### src/rtl/dri_pkg.sv
// Shared types and constants for the dual rail integral regulator.
// No dependencies; every rtl/ file but dri_chan_if.sv uses it by scoped name.
package dri_pkg;

  localparam int CODE_W  = 12;
  localparam int MV_W    = 14;
  localparam int MA_W    = 7;
  localparam int ACC_W   = 32;
  localparam int ADDR_W  = 8;
  localparam int DATA_W  = 14;

  // code -> mV: (code * 12500) >> 12
  localparam int MV_NUM     = 5 * 2500;
  localparam int MV_SHIFT   = 12;
  localparam int MV_PROD_W  = CODE_W + 14;
  // code -> mA: code * 2500 / (20 * 4096) == (code * 125) >> 12
  localparam int MA_NUM     = 2500 / 20;
  localparam int MA_SHIFT   = 12;
  localparam int MA_PROD_W  = CODE_W + 7;

  // drive = ((acc + 4500) * 4096) / 22500 == (s * 1024) / 5625, clamped 0..4095
  localparam int DRIVE_OFFSET = 4500;
  localparam int DRIVE_HI     = 9 * 2500;
  localparam int DRIVE_DIV    = DRIVE_HI / 4;
  localparam int DRIVE_SCALE  = 10;
  localparam int SUM_W        = 15;             // s in 1..22499 when not clamped
  localparam int RECIP_SHIFT  = 22;             // RECIP = floor(2^(22+10) / 5625)
  localparam longint RECIP    = (64'd1 << (RECIP_SHIFT + DRIVE_SCALE)) / DRIVE_DIV;
  localparam int RECIP_W      = 20;
  localparam int PROD_W       = SUM_W + RECIP_W;
  localparam int REM_W        = SUM_W + DRIVE_SCALE;
  localparam logic [CODE_W-1:0] DRIVE_MAX = '1;

  localparam logic [CODE_W-1:0] LIMIT_RESET = 12'd3276;

  // configuration register indexes
  localparam logic [ADDR_W-1:0] REG_TARGET_ONE = 8'd0;
  localparam logic [ADDR_W-1:0] REG_TARGET_TWO = 8'd1;
  localparam logic [ADDR_W-1:0] REG_LIMIT_ONE  = 8'd2;
  localparam logic [ADDR_W-1:0] REG_LIMIT_TWO  = 8'd3;

  typedef struct packed {
    logic [CODE_W-1:0] volt_code_one;
    logic [CODE_W-1:0] volt_code_two;
    logic [CODE_W-1:0] amp_code_one;
    logic [CODE_W-1:0] amp_code_two;
  } in_word_t;

  typedef struct packed {
    logic [CODE_W-1:0] drive_code_one;
    logic [CODE_W-1:0] drive_code_two;
    logic [MV_W-1:0]   measured_mv_one;
    logic [MV_W-1:0]   measured_mv_two;
    logic [MA_W-1:0]   measured_ma_one;
    logic [MA_W-1:0]   measured_ma_two;
    logic              relay_off_one;
    logic              relay_off_two;
  } out_word_t;

  typedef struct packed {
    logic [ADDR_W-1:0] addr;
    logic [DATA_W-1:0] data;
  } cfg_word_t;

  // per-stage load strobes, each one means a valid word moves into that stage
  typedef struct packed {
    logic take1;
    logic take2;
    logic take3;
    logic take4;
  } pipe_en_t;

  typedef struct packed {
    logic [CODE_W-1:0] drive;
    logic [MV_W-1:0]   mv;
    logic [MA_W-1:0]   ma;
    logic              relay_off;
  } lane_res_t;

endpackage

### src/rtl/dri_chan_if.sv
// Valid/ready channel interface, payload type set per instance.
// Used with dri_pkg word types for the input, result and configuration channels.
interface dri_chan_if #(
  parameter type payload_t = logic
) ();
  logic     valid;
  logic     ready;
  payload_t payload;

  modport source (output valid, output payload, input ready);
  modport sink   (input valid, input payload, output ready);
endinterface

### src/rtl/dri_pipe_ctrl.sv
// Valid tracking and stall control for the four stage regulator pipeline.
// Depends on dri_pkg (pipe_en_t). Stages collapse bubbles independently.
module dri_pipe_ctrl (
  input  logic              clk,
  input  logic              rst_n,
  input  logic              in_valid,
  output logic              in_ready,
  output logic              out_valid,
  input  logic              out_ready,
  output dri_pkg::pipe_en_t en
);

  logic v1_r, v2_r, v3_r, v4_r;
  logic ld1, ld2, ld3, ld4;

  assign ld4 = !v4_r || out_ready;
  assign ld3 = !v3_r || ld4;
  assign ld2 = !v2_r || ld3;
  assign ld1 = !v1_r || ld2;

  assign in_ready  = ld1;
  assign out_valid = v4_r;

  always_comb begin
    en.take1 = ld1 && in_valid;
    en.take2 = ld2 && v1_r;
    en.take3 = ld3 && v2_r;
    en.take4 = ld4 && v3_r;
  end

  always_ff @(posedge clk) begin
    if (!rst_n) begin
      v1_r <= 1'b0;
      v2_r <= 1'b0;
      v3_r <= 1'b0;
      v4_r <= 1'b0;
    end else begin
      if (ld1) v1_r <= in_valid;
      if (ld2) v2_r <= v1_r;
      if (ld3) v3_r <= v2_r;
      if (ld4) v4_r <= v3_r;
    end
  end

endmodule

### src/rtl/dri_lane.sv
// One rail of the regulator: unit conversion, trip latch, integrator and drive scaling.
// Depends on dri_pkg. Stages: convert, integrate, offset+reciprocal multiply, correct+clamp.
module dri_lane (
  input  logic                          clk,
  input  logic                          rst_n,
  input  dri_pkg::pipe_en_t             en,
  input  logic [dri_pkg::CODE_W-1:0]    volt_code,
  input  logic [dri_pkg::CODE_W-1:0]    amp_code,
  input  logic [dri_pkg::MV_W-1:0]      target_mv,
  input  logic [dri_pkg::CODE_W-1:0]    current_limit,
  output dri_pkg::lane_res_t            res
);

  // stage 1
  logic [dri_pkg::MV_PROD_W-1:0] mv_prod;
  logic [dri_pkg::MA_PROD_W-1:0] ma_prod;
  logic                          hit;
  logic                          trip_r;
  logic [dri_pkg::MV_W-1:0]      mv_s1_r;
  logic [dri_pkg::MA_W-1:0]      ma_s1_r;
  logic                          rly_s1_r;

  // stage 2
  logic [dri_pkg::ACC_W-1:0]     acc_r, acc_nxt;
  logic [dri_pkg::MV_W-1:0]      mv_s2_r;
  logic [dri_pkg::MA_W-1:0]      ma_s2_r;
  logic                          rly_s2_r;

  // stage 3
  logic signed [dri_pkg::ACC_W:0] sum;
  logic                           neg, hi;
  logic [dri_pkg::PROD_W-1:0]     prod;
  logic                           neg_s3_r, hi_s3_r;
  logic [dri_pkg::SUM_W-1:0]      sum_s3_r;
  logic [dri_pkg::PROD_W-1:0]     prod_s3_r;
  logic [dri_pkg::MV_W-1:0]       mv_s3_r;
  logic [dri_pkg::MA_W-1:0]       ma_s3_r;
  logic                           rly_s3_r;

  // stage 4
  logic [dri_pkg::CODE_W-1:0]     q0, q, drive;
  logic [dri_pkg::REM_W-1:0]      num, sub, rem;
  dri_pkg::lane_res_t             res_r;

  assign mv_prod = dri_pkg::MV_PROD_W'(volt_code) * dri_pkg::MV_PROD_W'(dri_pkg::MV_NUM);
  assign ma_prod = dri_pkg::MA_PROD_W'(amp_code) * dri_pkg::MA_PROD_W'(dri_pkg::MA_NUM);
  assign hit     = amp_code > current_limit;

  always_ff @(posedge clk) begin
    if (!rst_n) begin
      trip_r <= 1'b0;
    end else if (en.take1 && hit) begin
      trip_r <= 1'b1;
    end
  end

  always_ff @(posedge clk) begin
    if (en.take1) begin
      mv_s1_r  <= mv_prod[dri_pkg::MV_SHIFT +: dri_pkg::MV_W];
      ma_s1_r  <= ma_prod[dri_pkg::MA_SHIFT +: dri_pkg::MA_W];
      rly_s1_r <= trip_r | hit;   // trip from this word shows in its own result
    end
  end

  // integrator, wraps mod 2^32
  assign acc_nxt = acc_r - dri_pkg::ACC_W'(mv_s1_r) + dri_pkg::ACC_W'(target_mv);

  always_ff @(posedge clk) begin
    if (!rst_n) begin
      acc_r <= '0;
    end else if (en.take2) begin
      acc_r <= acc_nxt;
    end
  end

  always_ff @(posedge clk) begin
    if (en.take2) begin
      mv_s2_r  <= mv_s1_r;
      ma_s2_r  <= ma_s1_r;
      rly_s2_r <= rly_s1_r;
    end
  end

  // s = acc + offset; s <= 0 gives 0, s >= 22500 gives full scale
  always_comb begin
    sum  = $signed({acc_r[dri_pkg::ACC_W-1], acc_r}) +
           $signed((dri_pkg::ACC_W+1)'(dri_pkg::DRIVE_OFFSET));
    neg  = sum[dri_pkg::ACC_W] || (sum == '0);
    hi   = !sum[dri_pkg::ACC_W] && (sum >= $signed((dri_pkg::ACC_W+1)'(dri_pkg::DRIVE_HI)));
    prod = dri_pkg::PROD_W'(sum[dri_pkg::SUM_W-1:0]) *
           dri_pkg::PROD_W'(dri_pkg::RECIP);
  end

  always_ff @(posedge clk) begin
    if (en.take3) begin
      neg_s3_r  <= neg;
      hi_s3_r   <= hi;
      sum_s3_r  <= sum[dri_pkg::SUM_W-1:0];
      prod_s3_r <= prod;
      mv_s3_r   <= mv_s2_r;
      ma_s3_r   <= ma_s2_r;
      rly_s3_r  <= rly_s2_r;
    end
  end

  // reciprocal estimate is exact or one low; one compare fixes it
  always_comb begin
    q0  = prod_s3_r[dri_pkg::RECIP_SHIFT +: dri_pkg::CODE_W];
    num = {sum_s3_r, {dri_pkg::DRIVE_SCALE{1'b0}}};
    sub = dri_pkg::REM_W'(q0) * dri_pkg::REM_W'(dri_pkg::DRIVE_DIV);
    rem = num - sub;
    q   = q0 + dri_pkg::CODE_W'(rem >= dri_pkg::REM_W'(dri_pkg::DRIVE_DIV));
    if (neg_s3_r) begin
      drive = '0;
    end else if (hi_s3_r) begin
      drive = dri_pkg::DRIVE_MAX;
    end else begin
      drive = q;
    end
  end

  always_ff @(posedge clk) begin
    if (en.take4) begin
      res_r.drive     <= drive;
      res_r.mv        <= mv_s3_r;
      res_r.ma        <= ma_s3_r;
      res_r.relay_off <= rly_s3_r;
    end
  end

  assign res = res_r;

endmodule

### src/rtl/dual_rail_integral_regulator_core.sv
// Top level of the dual rail integral regulator: config registers, two rail lanes,
// pipeline control and the merge into the result word.
// Depends on dri_pkg, dri_chan_if, dri_pipe_ctrl and dri_lane.
//
// Usage:
//   in_ch  : one word per control tick, two voltage codes and two current codes.
//   out_ch : one result word per input word, in order: drive codes, mV, mA, trip flags.
//   cfg_ch : register writes (index, data), always ready; write only while idle.
//            0/1 = rail targets in mV, 2/3 = current trip limits (codes).
// Throughput: one word per cycle unless stalled; each rail runs in its own lane in
//   parallel, a four stage pipe (convert, integrate, reciprocal multiply, correct).
// Stall: when out_ch.ready is low the result holds in the output register; the earlier
//   stages keep filling until the pipe is full, then in_ch.ready drops.
// Reset (rst_n low, synchronous): pipe emptied, integrators and trip latches cleared,
//   targets 0, limits 3276. Trip latches clear only by reset.
module dual_rail_integral_regulator_core (
  input  logic       clk,
  input  logic       rst_n,
  dri_chan_if.sink   in_ch,
  dri_chan_if.source out_ch,
  dri_chan_if.sink   cfg_ch
);

  logic [dri_pkg::MV_W-1:0]   target_one_r, target_two_r;
  logic [dri_pkg::CODE_W-1:0] limit_one_r, limit_two_r;
  dri_pkg::pipe_en_t          en;
  dri_pkg::lane_res_t         res_one, res_two;
  dri_pkg::in_word_t          in_word;
  dri_pkg::cfg_word_t         cfg_word;
  dri_pkg::out_word_t         out_word;

  assign in_word  = in_ch.payload;
  assign cfg_word = cfg_ch.payload;
  assign cfg_ch.ready = 1'b1;

  always_ff @(posedge clk) begin
    if (!rst_n) begin
      target_one_r <= '0;
      target_two_r <= '0;
      limit_one_r  <= dri_pkg::LIMIT_RESET;
      limit_two_r  <= dri_pkg::LIMIT_RESET;
    end else if (cfg_ch.valid) begin
      case (cfg_word.addr)
        dri_pkg::REG_TARGET_ONE: target_one_r <= cfg_word.data;
        dri_pkg::REG_TARGET_TWO: target_two_r <= cfg_word.data;
        dri_pkg::REG_LIMIT_ONE:  limit_one_r  <= cfg_word.data[dri_pkg::CODE_W-1:0];
        dri_pkg::REG_LIMIT_TWO:  limit_two_r  <= cfg_word.data[dri_pkg::CODE_W-1:0];
        default: ;
      endcase
    end
  end

  dri_pipe_ctrl u_ctrl (
    .clk       (clk),
    .rst_n     (rst_n),
    .in_valid  (in_ch.valid),
    .in_ready  (in_ch.ready),
    .out_valid (out_ch.valid),
    .out_ready (out_ch.ready),
    .en        (en)
  );

  dri_lane u_lane_one (
    .clk           (clk),
    .rst_n         (rst_n),
    .en            (en),
    .volt_code     (in_word.volt_code_one),
    .amp_code      (in_word.amp_code_one),
    .target_mv     (target_one_r),
    .current_limit (limit_one_r),
    .res           (res_one)
  );

  dri_lane u_lane_two (
    .clk           (clk),
    .rst_n         (rst_n),
    .en            (en),
    .volt_code     (in_word.volt_code_two),
    .amp_code      (in_word.amp_code_two),
    .target_mv     (target_two_r),
    .current_limit (limit_two_r),
    .res           (res_two)
  );

  // merge lane results into the result word
  always_comb begin
    out_word.drive_code_one  = res_one.drive;
    out_word.drive_code_two  = res_two.drive;
    out_word.measured_mv_one = res_one.mv;
    out_word.measured_mv_two = res_two.mv;
    out_word.measured_ma_one = res_one.ma;
    out_word.measured_ma_two = res_two.ma;
    out_word.relay_off_one   = res_one.relay_off;
    out_word.relay_off_two   = res_two.relay_off;
  end

  assign out_ch.payload = out_word;

endmodule

### src/flat_wrapper.sv
// flat-port wrapper written by rule: the top's interface ports become plain ports
module dual_rail_integral_regulator_core_flat 
  (clk, rst_n, in_ch_valid, in_ch_payload, in_ch_ready, out_ch_valid, out_ch_payload, out_ch_ready, cfg_ch_valid, cfg_ch_payload, cfg_ch_ready);
  dri_chan_if #(.payload_t(dri_pkg::in_word_t)) in_ch_i ();
  dri_chan_if #(.payload_t(dri_pkg::out_word_t)) out_ch_i ();
  dri_chan_if #(.payload_t(dri_pkg::cfg_word_t)) cfg_ch_i ();
  input  logic clk;
  input  logic rst_n;
  input wire logic [$bits(in_ch_i.valid)-1:0] in_ch_valid;
  input wire logic [$bits(in_ch_i.payload)-1:0] in_ch_payload;
  output wire logic [$bits(in_ch_i.ready)-1:0] in_ch_ready;
  output wire logic [$bits(out_ch_i.valid)-1:0] out_ch_valid;
  output wire logic [$bits(out_ch_i.payload)-1:0] out_ch_payload;
  input wire logic [$bits(out_ch_i.ready)-1:0] out_ch_ready;
  input wire logic [$bits(cfg_ch_i.valid)-1:0] cfg_ch_valid;
  input wire logic [$bits(cfg_ch_i.payload)-1:0] cfg_ch_payload;
  output wire logic [$bits(cfg_ch_i.ready)-1:0] cfg_ch_ready;
  assign in_ch_i.valid = in_ch_valid;
  assign in_ch_i.payload = in_ch_payload;
  assign in_ch_ready = in_ch_i.ready;
  assign out_ch_valid = out_ch_i.valid;
  assign out_ch_payload = out_ch_i.payload;
  assign out_ch_i.ready = out_ch_ready;
  assign cfg_ch_i.valid = cfg_ch_valid;
  assign cfg_ch_i.payload = cfg_ch_payload;
  assign cfg_ch_ready = cfg_ch_i.ready;
  dual_rail_integral_regulator_core u_core (.clk(clk), .rst_n(rst_n), .in_ch(in_ch_i), .out_ch(out_ch_i), .cfg_ch(cfg_ch_i));
endmodule
### config.mk
export PLATFORM = sky130hd
export DESIGN_NAME = dual_rail_integral_regulator_core_flat
export DESIGN_NICKNAME = d
export VERILOG_FILES = /design/src/rtl/dri_pkg.sv /design/src/rtl/dri_chan_if.sv /design/src/rtl/dri_pipe_ctrl.sv /design/src/rtl/dri_lane.sv /design/src/rtl/dual_rail_integral_regulator_core.sv /design/src/flat_wrapper.sv
export SDC_FILE = /design/constraint.sdc
export NUM_CORES = 2
export LEC_CHECK = 0
export ABC_AREA = 0
export BUFFER_PORTS_ARGS = -buffer_cell sky130_fd_sc_hd__buf_4
export CORE_MARGIN = 2
export CORE_UTILIZATION = 40
export DETAILED_ROUTE_END_ITERATION = 16
export GPL_ROUTABILITY_DRIVEN = 0
export PLACE_DENSITY = 0.63
export RECOVER_POWER = 100
export SETUP_SLACK_MARGIN = 0.1
export SYNTH_ARGS = -nofsm -noshare
export SYNTH_HDL_FRONTEND = slang
export SYNTH_HIERARCHICAL = 1
export SYNTH_SLANG_ARGS = --single-unit
### constraint.sdc
create_clock -name clk -period 7.4 [get_ports clk]
set_input_delay 0.37 -clock clk [delete_from_list [all_inputs] [get_ports clk]]
set_output_delay 0.37 -clock clk [all_outputs]
set_load 0.02 [all_outputs]
==> out/metrics.csv <==
metric;value;unit
outcome;complete, but fails checks;
violations;max-capacitance violations, max-slew violations;
synth_cells;4312;
final_nets;5935;
drv_slew;62;
critical_path_arrival;7.36;ns
core_region_area;111000;sq um
start_kind;register;
insertion_delay;0.60;ns
antenna_found_initial;7;
yosys-top-cells-area;ha_1, fa_1, edfxtp_1;
synthAdderAreaFrac;45.3;%
cp-end-kind;register;
wl_per_cell;16.7;um
skew;0.0399;ns
cts_sinks;380;
seq_area_frac_synth;22.8;%
hp-class;in2reg;
postRouteWirelength;101000;um
drive_above_1_share;6.40;%
port_buffers;144;
drv_cap;3;
area_growth;10.4;%
clk_pin_slew_worst_paths;0.07;ns
grt_pass1_wl;164000;um
mappedNetlistArea;44700;sq um
yosysTopAreaCellShare;23.1;%
critPathKind;reg2reg;
via_per_inst;4.92;
die_h;338;um
drc;0;
io_pins;146;
first_iter_violations;1763;
core.rowCount;122;
grt_pass1_vias;30673;
grt_max_degree;104;
maxSlewHeadroom;-48.8;%
firstDrtPassIters;6;
ys.flop_type;edfxtp_1;
fin_setup_tns;0;ns
hold_viol_final;0;
period_share;95.2;%
grtUsageTotal;17.8;%
num_vias;29869;
dp_hpwl;85000;um
worstPathMaxFanout;7;
fin_crit;7.04;ns
yosys_register_bits;380;
synth_top_family_by_area;adder cells;
ys_top_cells_by_count;inv_1, ha_1, fa_1;
yosysWarnings;6;
fmax;142;MHz
cts-root-buf;clkbuf_16;
hold_depth;3;
critical_path_required;7.72;ns
antenna_left;0;
synth-edff-count;258;
die_area;114000;sq um
setup_viol;0;
die_w;338;um
yosysMostFrequentCell;inv_1;
initial_core_util;40.4;%
grt_setup_unrepaired;true;
synth_simple_gate_area_share;7.67;%
syn_nets;5707;
cts_tree;yes;
h-tree-depth;2;
yosysTopAreaCell;ha_1;
worstRegToRegCells;26;
grt_overflow_total;0;
synth.area.mux_share;2.14;%
clockBufferDepth;3;
syn_area_per_cell;10.4;sq um
synth_compound_area_share;9.08;%
synth_xor_area_share;3.88;%
tightestPinTransition;2.23;ns
synth.distinct_cells;106;
async_flop_share;0;%
cts_buffers;43;
-- layer usage --
metal	vias to the layer above	share of wire (%)	global-route usage (%)
li1	14658	-	-
met1	14598	49	25.4
met2	516	45	28.7
met3	89	4.6	2.81
met4	8	1.6	3.20
met5	-	0.054	0
-- final timing paths --
kind                                              startpoint                         endpoint  slack [ns]
worst max-delay path              u_core/u_lane_two/acc_r[2]  u_core/u_lane_two/prod_s3_r[33]        0.36
worst min-delay path                      cfg_ch_payload[11]           u_core/limit_two_r[11]        0.07
worst max register to register    u_core/u_lane_two/acc_r[2]  u_core/u_lane_two/prod_s3_r[33]        0.36
worst min register to register  u_core/u_lane_two/ma_s2_r[1]     u_core/u_lane_two/ma_s3_r[1]        0.42
-- placed cells by master, fill, tap and decap left out, types with 9 or more instances in the layout --
cell type / instances
mux2i_1: 91
o211ai_1: 19
and4_1: 10
nand2b_1: 25
nand2_1: 171
nand3_1: 52
clkbuf_16: 43
clkbuf_1: 89
or3_1: 9
nand4b_1: 12
edfxtp_1: 258
nor4_1: 9
buf_4: 136
a31oi_1: 29
a21oi_1: 161
or2_2: 11
o21a_1: 36
a211oi_1: 20
a21o_1: 76
xnor2_1: 153
nand4_1: 34
o21ai_0: 92
ha_1: 820
nor2_1: 142
xor2_1: 44
inv_1: 1019
o21bai_1: 11
and3_1: 29
nor2b_1: 64
dfxtp_1: 121
nor3_1: 46
fa_1: 494
-- metrics by stage --
stage	utilization [%]	instance area, sq um	setup WS (ns)	instances	hold slack (ns)
floorplan	-	44700	0.290	4312	0.400
global placement	43.3	47900	0.201	5960	0.401
detailed placement	43.3	47900	0.121	5960	0.405
CTS	44.6	49400	0.102	6041	0.0129
global route	44.5	49300	0.0128	6063	0.0415
finish	44.5	49300	0.355	6065	0.0666
-- registers in the layout, indices dropped and copies added, names as in the netlist, 14 cells and up --
signal and cells:
u_core/u_lane_one/res 34, u_core/u_lane_two/res 34, u_core/u_lane_one/acc_r 32, u_core/u_lane_two/acc_r 32, u_core/u_lane_one/sum_s3_r 15, u_core/u_lane_two/sum_s3_r 15, u_core/target_one_r 14, u_core/target_two_r 14
u_core/u_lane_one/mv_s1_r 14, u_core/u_lane_one/mv_s2_r 14, u_core/u_lane_one/mv_s3_r 14, u_core/u_lane_two/mv_s1_r 14, u_core/u_lane_two/mv_s2_r 14, u_core/u_lane_two/mv_s3_r 14
-- worst max-delay path: stages, from the launching register on --
cell and delay [ns]:
dfxtp_1 0.35, ha_2 0.20, o211ai_1 0.18, a2111oi_4 0.52, o21ai_0 0.16, xnor2_1 0.26
buf_4 0.20, ha_2 0.22, inv_1 0.08, fa_1 0.49, inv_1 0.06, fa_1 0.53
inv_1 0.05, fa_1 0.47, inv_1 0.05, fa_1 0.39, fa_1 0.50, ha_1 0.35
nand2_1 0.06, o21ai_1 0.18, a31oi_1 0.11, o41ai_4 0.46, a41oi_4 0.22, o31ai_4 0.30
nor4_2 0.07, nor3_2 0.19, xnor2_1 0.09
-- final cells by class --
cell class                      count  area, sq um
Sequential cell                   380        10200
Timing Repair Buffer              225         1380
Antenna cell                        2         5.00
Inverter                         1026         3850
Multi-Input combinational cell   2864        30500
Clock inverter                     31          369
Fill cell                       10505        61400
Tap cell                         1488         1860
Clock buffer                       49         1120
-- cells by family after synthesis --
logic type,count (synthesis)
adders and majority gates,1320
xor gates and xnor gates,198
other,1
AOI/OAI and AO/OA,584
muxes,95
DFF,380
buffers and inverters,1068
and+or+nand+nor,666
-- repair_timing --
action / in CTS / in global routing
hold buffers: 1 / 0
endpoints found under the setup margin: 0 / 28
setup buffers: 0 / 22
resized for setup: 0 / 37
hold endpoints to repair: 1 / 0
Power is left out: the tool's default activity adds up to more than one toggle a clock period on the data nets, which glitch-free logic cannot reach.
